==> config.mk <==
export PLATFORM = sky130hd
export DESIGN_NAME = tdc_readout_word_decoder_core
export DESIGN_NICKNAME = d
export VERILOG_FILES = /design/src/rtl/core/tdcrd_pkg.sv /design/src/rtl/core/tdc_readout_word_decoder_core.sv /design/src/rtl/core/tdcrd_in_reg.sv /design/src/rtl/core/tdcrd_classify.sv /design/src/rtl/core/tdcrd_tracker.sv
export SDC_FILE = /design/constraint.sdc
export NUM_CORES = 1
export LEC_CHECK = 0
export ABC_AREA = 1
export BUFFER_PORTS_ARGS = -buffer_cell sky130_fd_sc_hd__buf_2
export CORE_MARGIN = 3
export CORE_UTILIZATION = 61
export CTS_BUF_LIST = sky130_fd_sc_hd__clkbuf_4 sky130_fd_sc_hd__clkbuf_8
export DETAILED_ROUTE_END_ITERATION = 6
export PLACE_DENSITY = 0.86
export RECOVER_POWER = 25
export SYNTH_ARGS = -nofsm -noshare
export SYNTH_HDL_FRONTEND = slang
export SYNTH_HIERARCHICAL = 1
export SYNTH_SLANG_ARGS = --single-unit
==> constraint.sdc <==
create_clock -name i_clk -period 12.3 [get_ports i_clk]
set_clock_uncertainty 0.15 [all_clocks]
set_input_delay 1.23 -clock i_clk [delete_from_list [all_inputs] [get_ports i_clk]]
set_output_delay 1.23 -clock i_clk [all_outputs]
set_load 0.02 [all_outputs]
==> src/rtl/core/tdcrd_pkg.sv <==
// tdc readout word decoder: shared types, word codes and field widths
// no dependencies; imported by every module of the decoder
`default_nettype none

package tdcrd_pkg;

    localparam int unsigned WORD_W   = 32;
    localparam int unsigned TYPE_W   = 8;
    localparam int unsigned PAY_W    = 24;
    localparam int unsigned CNT_W    = 32;
    localparam int unsigned BOARD_W  = 5;
    localparam int unsigned TDC_W    = 2;
    localparam int unsigned CHAN_W   = 5;
    localparam int unsigned TIME_W   = 19;
    localparam int unsigned FLAT_W   = 13;
    localparam int unsigned ID_W     = 12;
    localparam int unsigned GROUP_W  = 3;
    localparam int unsigned KIND_W   = 4;
    localparam int unsigned S_DATA_W = 32;
    localparam int unsigned M_DATA_W = 160;
    localparam int unsigned M_USER_W = 5;

    localparam logic [TYPE_W-1:0] TYPE_EVT_HDR = 8'h1F;
    localparam logic [TYPE_W-1:0] TYPE_EVT_TRL = 8'h3F;
    localparam logic [TYPE_W-1:0] TYPE_ERROR   = 8'hDF;
    localparam logic [TYPE_W-1:0] TYPE_DEBUG   = 8'hFF;

    localparam logic [GROUP_W-1:0] GRP_GRP_HDR = 3'd0;
    localparam logic [GROUP_W-1:0] GRP_GRP_TRL = 3'd1;
    localparam logic [GROUP_W-1:0] GRP_TDC_HDR = 3'd2;
    localparam logic [GROUP_W-1:0] GRP_TDC_TRL = 3'd3;
    localparam logic [GROUP_W-1:0] GRP_MEAS    = 3'd4;

    typedef enum logic [KIND_W-1:0] {
        K_EVT_HDR  = 4'd0,
        K_EVT_TRL  = 4'd1,
        K_ERROR    = 4'd2,
        K_DEBUG    = 4'd3,
        K_GRP_HDR  = 4'd4,
        K_GRP_TRL  = 4'd5,
        K_TDC_HDR  = 4'd6,
        K_TDC_TRL  = 4'd7,
        K_HIT      = 4'd8,
        K_HIT_DROP = 4'd9,
        K_IGNORED  = 4'd10
    } t_kind;

    // decoded fields plus next tracking state for one item
    typedef struct packed {
        t_kind               kind;
        logic                missing;
        logic [PAY_W-1:0]    daq;
        logic [TDC_W-1:0]    tdc;
        logic [CHAN_W-1:0]   chan;
        logic [TIME_W-1:0]   rtime;
        logic [FLAT_W-1:0]   flat;
        logic [ID_W-1:0]     evid;
        logic [ID_W-1:0]     bunch;
        logic                evt_inc;
        logic                hit_inc;
        logic                in_event;
        logic                board_valid;
        logic [BOARD_W-1:0]  board;
    } t_dec;

    // tracking state fed back to the decoder
    typedef struct packed {
        logic                in_event;
        logic                board_valid;
        logic [BOARD_W-1:0]  board;
    } t_track;

endpackage

`default_nettype wire

==> src/rtl/core/tdc_readout_word_decoder_core.sv <==
// tdc readout word decoder: top level with crate register and stream ports
// uses tdcrd_pkg, tdcrd_in_reg, tdcrd_classify and tdcrd_tracker
//
// channel   dir   width  contents
// s stream  in    32     raw readout word, halves swapped
// m stream  out  160/5   decoded word fields and counters, kind and flags
// cfg       in    1      crate index, written on i_cfg_we
//
// one item per cycle sustained unless the m stream stalls; an accepted input goes
// through the input register, then classify and counters into the result register
// synchronous active-low reset clears tracking state and counters, crate = 1
// a stalled result holds; the input register still takes one more item
`default_nettype none

module tdc_readout_word_decoder_core #(
    parameter int unsigned BOARDS_PER_CRATE = 19,
    parameter int unsigned TDCS_PER_BOARD   = 4,
    parameter int unsigned CHANNELS_PER_TDC = 32
) (
    input  wire logic                           i_clk,
    input  wire logic                           i_rst_n,
    input  wire logic                           i_cfg_we,
    input  wire logic                           i_cfg_wdata,
    input  wire logic                           i_s_tvalid,
    output logic                                o_s_tready,
    // raw_word[31:0]
    input  wire logic [tdcrd_pkg::S_DATA_W-1:0] i_s_tdata,
    output logic                                o_m_tvalid,
    input  wire logic                           i_m_tready,
    // event_count[31:0], daq_event_number[55:32], board_id[60:56], tdc_id[62:61],
    // channel_id[67:63], raw_time[86:68], flat_channel[99:87], evt_tag[111:100],
    // bx_tag[123:112], hit_count[155:124], zero[159:156]
    output logic [tdcrd_pkg::M_DATA_W-1:0]      o_m_tdata,
    // word_kind[3:0], missing_header[4]
    output logic [tdcrd_pkg::M_USER_W-1:0]      o_m_tuser
);
    import tdcrd_pkg::*;

    logic              r_crate;
    logic              in_valid;
    logic [WORD_W-1:0] in_word;
    logic              take;
    t_track            track;
    t_dec              dec;

    always_ff @(posedge i_clk) begin
        if (!i_rst_n) begin
            r_crate <= 1'b1;
        end else if (i_cfg_we) begin
            r_crate <= i_cfg_wdata;
        end
    end

    tdcrd_in_reg u_in_reg (
        .i_clk   (i_clk),
        .i_rst_n (i_rst_n),
        .i_valid (i_s_tvalid),
        .o_ready (o_s_tready),
        .i_data  (i_s_tdata),
        .i_take  (take),
        .o_valid (in_valid),
        .o_data  (in_word)
    );

    tdcrd_classify #(
        .BOARDS_PER_CRATE (BOARDS_PER_CRATE),
        .TDCS_PER_BOARD   (TDCS_PER_BOARD),
        .CHANNELS_PER_TDC (CHANNELS_PER_TDC)
    ) u_classify (
        .i_raw   (in_word),
        .i_crate (r_crate),
        .i_track (track),
        .o_dec   (dec)
    );

    tdcrd_tracker u_tracker (
        .i_clk      (i_clk),
        .i_rst_n    (i_rst_n),
        .i_valid    (in_valid),
        .i_dec      (dec),
        .o_take     (take),
        .o_track    (track),
        .o_m_tvalid (o_m_tvalid),
        .i_m_tready (i_m_tready),
        .o_m_tdata  (o_m_tdata),
        .o_m_tuser  (o_m_tuser)
    );

endmodule

`default_nettype wire

==> src/rtl/core/tdcrd_in_reg.sv <==
// tdc readout word decoder: input register for the slave stream
// uses tdcrd_pkg for the word width
`default_nettype none

module tdcrd_in_reg (
    input  wire logic                          i_clk,
    input  wire logic                          i_rst_n,
    input  wire logic                          i_valid,
    output logic                               o_ready,
    input  wire logic [tdcrd_pkg::WORD_W-1:0]  i_data,
    input  wire logic                          i_take,
    output logic                               o_valid,
    output logic [tdcrd_pkg::WORD_W-1:0]       o_data
);
    import tdcrd_pkg::*;

    logic              r_valid;
    logic [WORD_W-1:0] r_data;

    assign o_ready = !r_valid || i_take;
    assign o_valid = r_valid;
    assign o_data  = r_data;

    always_ff @(posedge i_clk) begin
        if (!i_rst_n) begin
            r_valid <= 1'b0;
        end else if (o_ready) begin
            r_valid <= i_valid;
        end
    end

    always_ff @(posedge i_clk) begin
        if (o_ready && i_valid) begin
            r_data <= i_data;
        end
    end

endmodule

`default_nettype wire

==> src/rtl/core/tdcrd_classify.sv <==
// tdc readout word decoder: half swap, word classification and field extraction
// uses tdcrd_pkg types and codes; pure combinational logic
`default_nettype none

module tdcrd_classify #(
    parameter int unsigned BOARDS_PER_CRATE = 19,
    parameter int unsigned TDCS_PER_BOARD   = 4,
    parameter int unsigned CHANNELS_PER_TDC = 32
) (
    input  wire logic [tdcrd_pkg::WORD_W-1:0] i_raw,
    input  wire logic                         i_crate,
    input  wire tdcrd_pkg::t_track            i_track,
    output tdcrd_pkg::t_dec                   o_dec
);
    import tdcrd_pkg::*;

    logic [WORD_W-1:0]  word;
    logic [TYPE_W-1:0]  wtype;
    logic [PAY_W-1:0]   payload;
    logic [GROUP_W-1:0] group;
    logic [31:0]        flat_full;

    assign word    = {i_raw[15:0], i_raw[31:16]};
    assign wtype   = word[WORD_W-1 -: TYPE_W];
    assign payload = word[PAY_W-1:0];
    assign group   = wtype[TYPE_W-1 -: GROUP_W];

    assign flat_full = ((32'(i_crate) * BOARDS_PER_CRATE + 32'(i_track.board))
                        * TDCS_PER_BOARD + 32'(wtype[TDC_W-1:0]))
                       * CHANNELS_PER_TDC + 32'(payload[PAY_W-1 -: CHAN_W]);

    always_comb begin
        o_dec             = '0;
        o_dec.kind        = K_IGNORED;
        o_dec.in_event    = i_track.in_event;
        o_dec.board_valid = i_track.board_valid;
        o_dec.board       = i_track.board;
        unique case (wtype)
            TYPE_EVT_HDR: begin
                o_dec.kind        = K_EVT_HDR;
                o_dec.in_event    = 1'b1;
                o_dec.board_valid = 1'b0;
                o_dec.evt_inc     = 1'b1;
                o_dec.daq         = payload;
            end
            TYPE_EVT_TRL: begin
                o_dec.kind        = K_EVT_TRL;
                o_dec.in_event    = 1'b0;
                o_dec.board_valid = 1'b0;
            end
            TYPE_ERROR: begin
                o_dec.kind = K_ERROR;
            end
            TYPE_DEBUG: begin
                o_dec.kind = K_DEBUG;
            end
            default: begin
                o_dec.missing  = !i_track.in_event;
                o_dec.evt_inc  = !i_track.in_event;
                o_dec.in_event = 1'b1;
                unique case (group) inside
                    GRP_GRP_HDR, GRP_GRP_TRL, GRP_TDC_HDR, GRP_TDC_TRL: begin
                        o_dec.evid  = payload[PAY_W-1 -: ID_W];
                        o_dec.bunch = payload[ID_W-1:0];
                        o_dec.kind  = t_kind'(KIND_W'(K_GRP_HDR) + KIND_W'(group));
                        if (group == GRP_GRP_HDR) begin
                            o_dec.board       = wtype[BOARD_W-1:0];
                            o_dec.board_valid = 1'b1;
                        end else if (group == GRP_GRP_TRL) begin
                            o_dec.board_valid = 1'b0;
                        end else begin
                            o_dec.tdc = wtype[TDC_W-1:0];
                        end
                    end
                    GRP_MEAS: begin
                        if (i_track.board_valid) begin
                            o_dec.kind    = K_HIT;
                            o_dec.tdc     = wtype[TDC_W-1:0];
                            o_dec.chan    = payload[PAY_W-1 -: CHAN_W];
                            o_dec.rtime   = payload[TIME_W-1:0];
                            o_dec.flat    = flat_full[FLAT_W-1:0];
                            o_dec.hit_inc = 1'b1;
                        end else begin
                            o_dec.kind = K_HIT_DROP;
                        end
                    end
                    default: begin
                        o_dec.kind = K_IGNORED;
                    end
                endcase
            end
        endcase
    end

endmodule

`default_nettype wire

==> src/rtl/core/tdcrd_tracker.sv <==
// tdc readout word decoder: event/board tracking, counters and result register
// uses tdcrd_pkg types; takes decoded items from tdcrd_classify
`default_nettype none

module tdcrd_tracker (
    input  wire logic                            i_clk,
    input  wire logic                            i_rst_n,
    input  wire logic                            i_valid,
    input  wire tdcrd_pkg::t_dec                 i_dec,
    output logic                                 o_take,
    output tdcrd_pkg::t_track                    o_track,
    output logic                                 o_m_tvalid,
    input  wire logic                            i_m_tready,
    output logic [tdcrd_pkg::M_DATA_W-1:0]       o_m_tdata,
    output logic [tdcrd_pkg::M_USER_W-1:0]       o_m_tuser
);
    import tdcrd_pkg::*;

    logic               r_in_event;
    logic               r_board_valid;
    logic [BOARD_W-1:0] r_board;
    logic [CNT_W-1:0]   r_event_cnt;
    logic [CNT_W-1:0]   r_hit_cnt;
    logic               r_out_valid;
    logic [M_DATA_W-1:0] r_tdata;
    logic [M_USER_W-1:0] r_tuser;

    logic [CNT_W-1:0]   n_event_cnt;
    logic [CNT_W-1:0]   n_hit_cnt;
    logic [BOARD_W-1:0] board_out;

    assign o_take = i_valid && (!r_out_valid || i_m_tready);

    assign o_track.in_event    = r_in_event;
    assign o_track.board_valid = r_board_valid;
    assign o_track.board       = r_board;

    assign n_event_cnt = r_event_cnt + CNT_W'(i_dec.evt_inc);
    assign n_hit_cnt   = r_hit_cnt + CNT_W'(i_dec.hit_inc);
    assign board_out   = i_dec.board_valid ? i_dec.board : '0;

    always_ff @(posedge i_clk) begin
        if (!i_rst_n) begin
            r_in_event    <= 1'b0;
            r_board_valid <= 1'b0;
            r_board       <= '0;
            r_event_cnt   <= '0;
            r_hit_cnt     <= '0;
            r_out_valid   <= 1'b0;
        end else begin
            if (o_take) begin
                r_in_event    <= i_dec.in_event;
                r_board_valid <= i_dec.board_valid;
                r_board       <= i_dec.board;
                r_event_cnt   <= n_event_cnt;
                r_hit_cnt     <= n_hit_cnt;
                r_out_valid   <= 1'b1;
            end else if (i_m_tready) begin
                r_out_valid <= 1'b0;
            end
        end
    end

    always_ff @(posedge i_clk) begin
        if (o_take) begin
            r_tdata <= {4'b0000, n_hit_cnt, i_dec.bunch, i_dec.evid, i_dec.flat,
                        i_dec.rtime, i_dec.chan, i_dec.tdc, board_out,
                        i_dec.daq, n_event_cnt};
            r_tuser <= {i_dec.missing, i_dec.kind};
        end
    end

    assign o_m_tvalid = r_out_valid;
    assign o_m_tdata  = r_tdata;
    assign o_m_tuser  = r_tuser;

endmodule

`default_nettype wire

Word-level counts from Yosys, hierarchy flattened
Index checks and enable logic that the tools add are counted.
{ "totals": {"reg_bits": 267, "inputBits": 38, "out_inout_bits": 167, "elab_cells": 71} }
{ "op_classes": {"add_sub_neg": 6, "n_mul": 1, "eq_ne": 8, "n_mux": 19, "n_bitwise": 4, "reduce_logical": 16} }
{ "op_table": {"columns": ["operator", "count"], "rows": [
  ["$add A32 B1 Y32", 2],
  ["$mux W39", 1],
  ["$eq A8 B8 Y1 const B", 2],
  ["$pmux W4 S4", 1],
  ["$add A13 B5 Y13", 1],
  ["$mux W5", 2],
  ["$add A8 B2 Y8", 1],
  ["$eq A8 B5 Y1 const B", 1],
  ["$eq A8 B6 Y1 const B", 1],
  ["$mux W1", 8],
  ["$pmux W4 S2", 1],
  ["$reduce_or A4 Y1", 2],
  ["$add A6 B5 Y6", 1],
  ["$eq A3 B2 Y1 const B", 2],
  ["$mul A1 B5 Y6 const B", 1],
  ["$mux W6", 1],
  ["$pmux W2 S3", 1],
  ["$reduce_or A6 Y1", 1],
  ["$reduce_or A5 Y1", 1],
  ["$add A3 B3 Y4 const A", 1],
  ["$mux W2", 2],
  ["$not A1 Y1", 4],
  ["$pmux W2 S2", 1],
  ["$eq A3 B1 Y1 const B", 1],
  ["other kinds (10)", 14]
]} }

Logic depth before layout (Yosys ltp)
Gate-level depths: netlist of the first run.
{ "logic_depth": {"ltp_word": 6, "mapped_depth": 17, "mapped_depth_nobuf": 17} }

Cells and area by module
The synthesis of the first run kept the hierarchy.
{ "by_module_without_submodules": {"columns": ["mod", "n_inst", "cells_each", "area_per_inst_um2"], "rows": [
  ["tdcrd_tracker", 1, 971, 9601.7],
  ["tdcrd_classify", 1, 227, 1089.8],
  ["tdcrd_in_reg", 1, 39, 1012.2],
  ["tdc_readout_word_decoder_core", 1, 5, 43.8]
]} }

Least setup slack after synthesis of the first run
OpenSTA, ideal clock, no wires.
{ "synth_path": {"path_type": "input to register", "from": "input port i_m_tready", "to": "register u_in_reg.r_data[0] (netlist: u_in_reg/o_data[0]) (enable)", "setup_time_ns": 0.432, "arrival_ns": 5.350, "required_time_ns": 11.718, "setup_slack_ns": 6.368, "cell_stages": 8, "cell_sequence": "inv_1 > nand2_1 > nand2_1 > buf_2 > inv_2 > buf_2 > inv_2 > a21oi_1"} }
{ "synth_via": {"elab_chain_len": 4} }
{ "synth_lines": {"columns": ["item", "line_no", "rtl"], "rows": [
  ["start: declaration", "tdc_readout_word_decoder_core.sv:29", "input wire logic i_m_tready,"],
  ["$logic_or A1 B1 Y1", "tdcrd_tracker.sv:32", "assign o_take = i_valid && (!r_out_valid || i_m_tready);"],
  ["$logic_and A1 B1 Y1", "tdcrd_tracker.sv:32", null],
  ["net take", "tdc_readout_word_decoder_core.sv:42", "logic take;"],
  ["$logic_or A1 B1 Y1", "tdcrd_in_reg.sv:20", "assign o_ready = !r_valid || i_take;"],
  ["$logic_and A1 B1 Y1", "tdcrd_in_reg.sv:33", "if (o_ready && i_valid) begin"],
  ["end signal: assignment", "tdcrd_in_reg.sv:34", "r_data <= i_data;"],
  ["end: declaration", "tdcrd_in_reg.sv:18", "logic [WORD_W-1:0] r_data;"]
]} }
The timed path passes the listed nets, and every way through them passes these cells.
A chain may end at the register's enable or synchronous reset.

==> results.toml, run 1 <==
[power]
power_density_nw_per_um2 = 151
peakVddDrop_uv = 158
p_leak_nw = 6.02

[layout]
final_util = 0.725
drive_above_1_share = 0.192
instances_no_fill = 1737
nFillCells = 1362
nets = 1493
flow.area_growth_from_synthesis_pct = 16.3

[setup_path]
endpoint_kind = "flop"
path_class = "flop to flop"
r2r-start = "u_in_reg/o_data[8]$_DFFE_PP_"
worstSetupStartpointType = "flop"
worstSetupEndpoint = "u_tracker/r_event_cnt[26]$_SDFFE_PN0P_"
r2r_cells = 13
cp_max_fo = 30
rr_endpoint = "u_tracker/r_event_cnt[26]$_SDFFE_PN0P_"
worstPathRequired_ns = 12.58
cp_data_arrival_time_ns = 5.69
reg2reg_setup_slack_ns = 6.89
setup.worst_path.start = "u_in_reg/o_data[8]$_DFFE_PP_"

[synth]
synth_compound_area_frac = 0.0580
yosysMostFrequentCell = "nand2_1"
synth_area_um2 = 11700
synth_largest_area_cell = "edfxtp_1"
synthAdderAreaFrac = 0.0124
synth-seq-area-share = 0.619
ys_warn_count = 6
postSynthCellCount = 1242
synthTopCellsByCount = "306 x nand2_1, 193 x edfxtp_1, 176 x inv_1, 161 x nor2_1, 84 x a21oi_1"
synth.area.top_cells = "edfxtp_1 49%, dfxtp_1 13%, nand2_1 9.8%, inv_1 5.6%, nor2_1 5.1%"
synth-simple-area-share = 0.211
synth-xor-area-share = 0.0163
avgSynthCellArea_um2 = 9.46
netlist.area_leader.share = 0.493
synth-edff-count = 193
ys_seq_elements = 267
ys.flop_type = "edfxtp_1"
muxShareOfSynthArea = 0
yosysUniqueCellTypes = 31
async_flop_share = 0
synth_top_family_by_area = "simple AND/OR/NAND/NOR gates"

[placed_design]
dp_hpwl_mm = 16.8
numPortBuffers = 200
placedCellCount = 1661
gp_congestion = 0.870

[global_routing]
grt_max_degree = 139
grt_use_total = 0.239
antenna_found_initial = 1
grt_pass1_vias = 8303
grt-ovfl-total = 0
grt_first_pass_wirelength_mm = 39.9

[timing]
tightestPinTransition_ns = 2.18
rsz0062_at_grt = "no"
hold_slack_ns = 0.345
max_slew_margin = -0.461
hold_violations = 0
finalMaxSlewViolations = 127
fin_crit_sh = 0.440
setup_viol = 0
fin_crit_ns = 5.41
max_freq_mhz = 185
fin_setup_tns_ns = 0

[run_status]
outcome = "complete, but fails checks"
violations = "max-capacitance violations, max-slew violations"

[clocking]
cts_resized = 0
cts_setup_buffers = 0
hold_buffers = 0
clock-root-buffer = "clkbuf_8"
clk_latency_ns = 0.54
path_clk_slew_ns = 0.06
cts_buffer_depth = 3
cts_sinks = 267
cts_tree = "done"
cts-buffers-inserted = 41
cts.htree.levels = 2

[die]
die_w_um = 145
rows = 50
coreArea_um2 = 18800
fp.dieH_um = 145
die-area_um2 = 21000
io_pins = 205
start_util = 0.624

[run]
timing.max_cap.violations = 3

[drt]
drt_first_pass_iters = 6
via_per_inst = 5.13
drtIter0Drc = 789
wl_per_cell_um = 14.6
vias = 8909
totalWireLength_mm = 25.4
drc_errors = 0
antenna_left = 0

[worst_hold_path]
hold_path_class = "flop to flop"
-- final cells by class --
type	count	area [um2]	area share
sequential	267	7280	0.533
multi-input combinational	750	3500	0.256
clock inverter	20	204	0.0149
timing repair buffer	202	985	0.0721
tap	260	325	0.0238
antenna	1	2.50	0.000183
inverter	182	692	0.0507
clock buffer	55	676	0.0495
-- worst min path at each step --
stage	startpoint	end	slack, ns	cells after the start
after floorplan	u_tracker/r_in_event$_SDFFE_PN0P_	u_tracker/r_in_event$_SDFFE_PN0P_	0.31	2
after global placement	u_tracker/r_event_cnt[0]$_SDFFE_PN0P_	u_tracker/r_event_cnt[0]$_SDFFE_PN0P_	0.32	2
after detailed placement	u_tracker/r_event_cnt[0]$_SDFFE_PN0P_	u_tracker/r_event_cnt[0]$_SDFFE_PN0P_	0.34	2
after CTS	u_tracker/r_event_cnt[0]$_SDFFE_PN0P_	u_tracker/r_event_cnt[0]$_SDFFE_PN0P_	0.35	2
after global routing	u_tracker/r_event_cnt[0]$_SDFFE_PN0P_	u_tracker/r_event_cnt[0]$_SDFFE_PN0P_	0.37	2
final	u_tracker/r_event_cnt[0]$_SDFFE_PN0P_	u_tracker/r_event_cnt[0]$_SDFFE_PN0P_	0.34	2
-- layer usage --
metal / up-vias / wire length (um) / global-route usage
li1: 4385 / - / -
met1: 4090 / 10300 / 0.303
met2: 380 / 12300 / 0.401
met3: 54 / 2130 / 0.0634
met4: 0 / 678 / 0.0820
met5: - / 0 / 0
-- flip-flops by register name, indices dropped and copies added, names as in the netlist --
signal / cells
u_tracker/o_m_tdata: 156
u_tracker/o_m_tuser: 5
u_tracker/o_m_tvalid: 1
r_crate: 1
u_tracker/r_in_event: 1
u_tracker/r_board: 5
u_tracker/r_hit_cnt: 32
u_in_reg/o_valid: 1
u_in_reg/o_data: 32
u_tracker/r_board_valid: 1
u_tracker/r_event_cnt: 32
-- layout by cell type, fill, tap and decap left out, drive strengths merged --
cell        n
nand2     319
clkinvlp    2
and2        4
nand3      77
clkinv     13
buf       177
inv       183
o21ai      46
dfxtp      74
a21oi      85
fa          1
xnor2       3
a211oi      3
edfxtp    193
nand4       1
clkbuf     80
ha         10
bufinv      4
conb        4
xor2       18
diode       1
nor2      179
-- cell families after synthesis --
kind of cell	Yosys count
AOI/OAI and AO/OA	134
xor gates and xnor gates	21
adders and majority gates	11
buffers and inverters	228
DFF	267
other	1
and+or+nand+nor	580
-- through the flow --
step	setup slack [ns]	power (W)	cell area, um2
after global routing	6.38	0.00215	13700
after global placement	7.67	0.00129	12800
after detailed placement	7.59	0.00130	12800
after CTS	7.60	0.00209	13700
after floorplan	6.37	0.00123	11800
final	6.89	0.00206	13700
-- where the power goes --
group | internal, W | switching, W
clock | 0.000446 | 0.000335
combinational | 0.0000607 | 0.000152
sequential | 0.00104 | 0.0000344
-- worst max-delay path, stage by stage (launching register included) --
cell and delay [ns]:
edfxtp_1 0.38, nand2_1 0.08, nor2_1 1.62, nand2_1 1.32
nand2_1 0.32, ha_1 0.27, ha_1 0.23, nand2_1 0.08
nor2_1 0.37, nand2_1 0.11, nand2_1 0.12, nand3_1 0.10
nand2_1 0.11, inv_1 0.04
Power figures use the tool's default switching activity.
==> run 2, diff against run 1 <==
--- a/config.mk
+++ b/config.mk
@@ -8,10 +8,10 @@
 export ABC_AREA = 1
 export BUFFER_PORTS_ARGS = -buffer_cell sky130_fd_sc_hd__buf_2
 export CORE_MARGIN = 3
-export CORE_UTILIZATION = 61
+export CORE_UTILIZATION = 53
 export CTS_BUF_LIST = sky130_fd_sc_hd__clkbuf_4 sky130_fd_sc_hd__clkbuf_8
 export DETAILED_ROUTE_END_ITERATION = 6
-export PLACE_DENSITY = 0.86
+export PLACE_DENSITY = 0.79
 export RECOVER_POWER = 25
 export SYNTH_ARGS = -nofsm -noshare
 export SYNTH_HDL_FRONTEND = slang
==> constraint.sdc (replaced) <==
create_clock -name i_clk -period 4.8 [get_ports i_clk]
set_clock_uncertainty 0.15 [all_clocks]
set_input_delay 0.48 -clock i_clk [delete_from_list [all_inputs] [get_ports i_clk]]
set_output_delay 0.48 -clock i_clk [all_outputs]
set_load 0.02 [all_outputs]
==> results.toml, run 2 (same netlist as run 1, synthesis figures left out) <==
[clocking]
cts_setup_buffers = 0
clock-root-buffer = "clkbuf_8"
cts_buffer_depth = 3
cts_sinks = 267
cts.htree.levels = 2
clk_latency_ns = 0.56
cts_resized = 0
cts-buffers-inserted = 43
cts_tree = "done"
hold_buffers = 34
path_clk_slew_ns = 0.06

[run_status]
violations = "max-capacitance violations, max-slew violations"
outcome = "complete, but fails checks"

[timing]
hold_violations = 0
fin_setup_tns_ns = 0
fin_crit_sh = 0.732
rsz0062_at_grt = "no"
max_freq_mhz = 285
setup_viol = 0
max_slew_margin = -0.140
hold_slack_ns = 0.0695
fin_crit_ns = 3.51
finalMaxSlewViolations = 35
tightestPinTransition_ns = 1.71

[die]
rows = 53
coreArea_um2 = 21400
die_w_um = 155
io_pins = 205
start_util = 0.548
fp.dieH_um = 155
die-area_um2 = 24000

[run]
timing.max_cap.violations = 1

[drt]
antenna_left = 0
via_per_inst = 5.01
drt_first_pass_iters = 5
drtIter0Drc = 633
vias = 8969
totalWireLength_mm = 26.6
drc_errors = 0
wl_per_cell_um = 14.8

[power]
power_density_nw_per_um2 = 373
p_leak_nw = 6.23
p_total_w = 0.00524
peakVddDrop_uv = 329

[worst_hold_path]
hp-start = "i_cfg_we"
min_path_cells = 4
whs_endpoint = "r_crate$_SDFFE_PN1P_"
hold_path_class = "input pin to flop"

[layout]
drive_above_1_share = 0.202
antenna_cells = 0
largest_register_ffs = 156
layout.cells.most_common_list = "306 x nand2_1, 193 x buf_2, 193 x edfxtp_1, 177 x inv_1, 162 x nor2_1"
flow.area_growth_from_synthesis_pct = 19.5
final_common_cell = "nand2_1"
nets = 1531

[setup_path]
r2r_cells = 16
r2r-start = "u_in_reg/o_data[15]$_DFFE_PP_"
endpoint_kind = "flop"
path_cells = "inv_1 > nand2_2 > inv_4 > nand2_4 > nand2_1 > ha_1 > ha_1 > inv_1 > nor2_2 > nand2_2 > nor2_4 > nand2_1 > nand2_1 > nand3_1 > nand2_1 > inv_1"
critPathBufInv = 4
cp_num_cells = 16
worstPathRequired_ns = 5.10
cp_top_family = "simple AND/OR/NAND/NOR gates"
crit_path_frequent_cell = "nand2_1"
worstSetupStartpointType = "flop"
slowest_delay_ns = 0.72
critPathSlowestCell = "inv_1"
path_class = "flop to flop"
reg2reg_setup_slack_ns = 1.29
rr_endpoint = "u_tracker/r_event_cnt[24]$_SDFFE_PN0P_"
cp_max_fo = 30
cp_data_arrival_time_ns = 3.81

[placed_design]
numPortBuffers = 200
dp_hpwl_mm = 17.4
gp_congestion = 0.825

[global_routing]
grt-ovfl-total = 0
grt_first_pass_wirelength_mm = 43.1
antenna_found_initial = 0
grt_max_degree = 100
grt_pass1_vias = 8794
grt_use_total = 0.222
-- run 2: layout make-up --
cell class,instances,area [um2]
clock buffers,62,759
repair buffers,238,1360
multi-input cells,750,3520
clock inverters,18,92.6
flip-flops and latches,267,7280
well taps,275,344
fillers,1669,7380
inverters,182,693
-- run 2: worst min-delay path, delay by kind of cell --
| kind | cells | cell delay, ns |
|---|---|---|
| buf+inv | 2 | 0.12 |
| simple gates | 2 | 0.10 |
-- run 2: worst max-delay path by stage --
stage	start	end	slack [ns]
2_1_floorplan	i_m_tready	u_in_reg/o_data[0]$_DFFE_PP_	0.47
3_3_place_gp	u_in_reg/o_data[9]$_DFFE_PP_	u_tracker/o_m_tdata[12]$_DFFE_PP_	1.72
3_5_place_dp	u_in_reg/o_data[12]$_DFFE_PP_	u_tracker/r_event_cnt[30]$_SDFFE_PN0P_	1.55
4_1_cts	u_in_reg/o_data[12]$_DFFE_PP_	u_tracker/r_event_cnt[30]$_SDFFE_PN0P_	1.55
5_1_grt	u_in_reg/o_data[15]$_DFFE_PP_	u_tracker/r_event_cnt[22]$_SDFFE_PN0P_	0.92
6_report	u_in_reg/o_data[15]$_DFFE_PP_	u_tracker/r_event_cnt[24]$_SDFFE_PN0P_	1.29
-- run 2: metal layers --
metal	up-vias	wire, um	track usage	part of all wire
li1	4459	-	-	-
met1	4137	10900	0.285	0.41
met2	297	12900	0.369	0.49
met3	76	1740	0.0453	0.065
met4	0	990	0.0963	0.037
met5	-	0	0	0
-- run 2: power by group --
| group | switching (W) | internal [W] | leakage [nW] |
|---|---|---|---|
| Sequential | 0.0000904 | 0.00265 | 2.45 |
| Combinational | 0.000397 | 0.000176 | 3.33 |
| Clock | 0.000891 | 0.00103 | 0.460 |
| Total | 0.00138 | 0.00386 | 6.23 |
-- run 2: metrics by stage --
stage | util | worst slack [ns] | instances | area (um2)
after detailed placement | 0.601 | 1.55 | 1678 | 12900
after floorplan | - | 0.471 | 1245 | 11800
after global placement | 0.601 | 1.72 | 1678 | 12900
final | 0.656 | 1.29 | 1792 | 14000
after CTS | 0.657 | 1.55 | 1792 | 14100
after global routing | 0.656 | 0.920 | 1792 | 14000
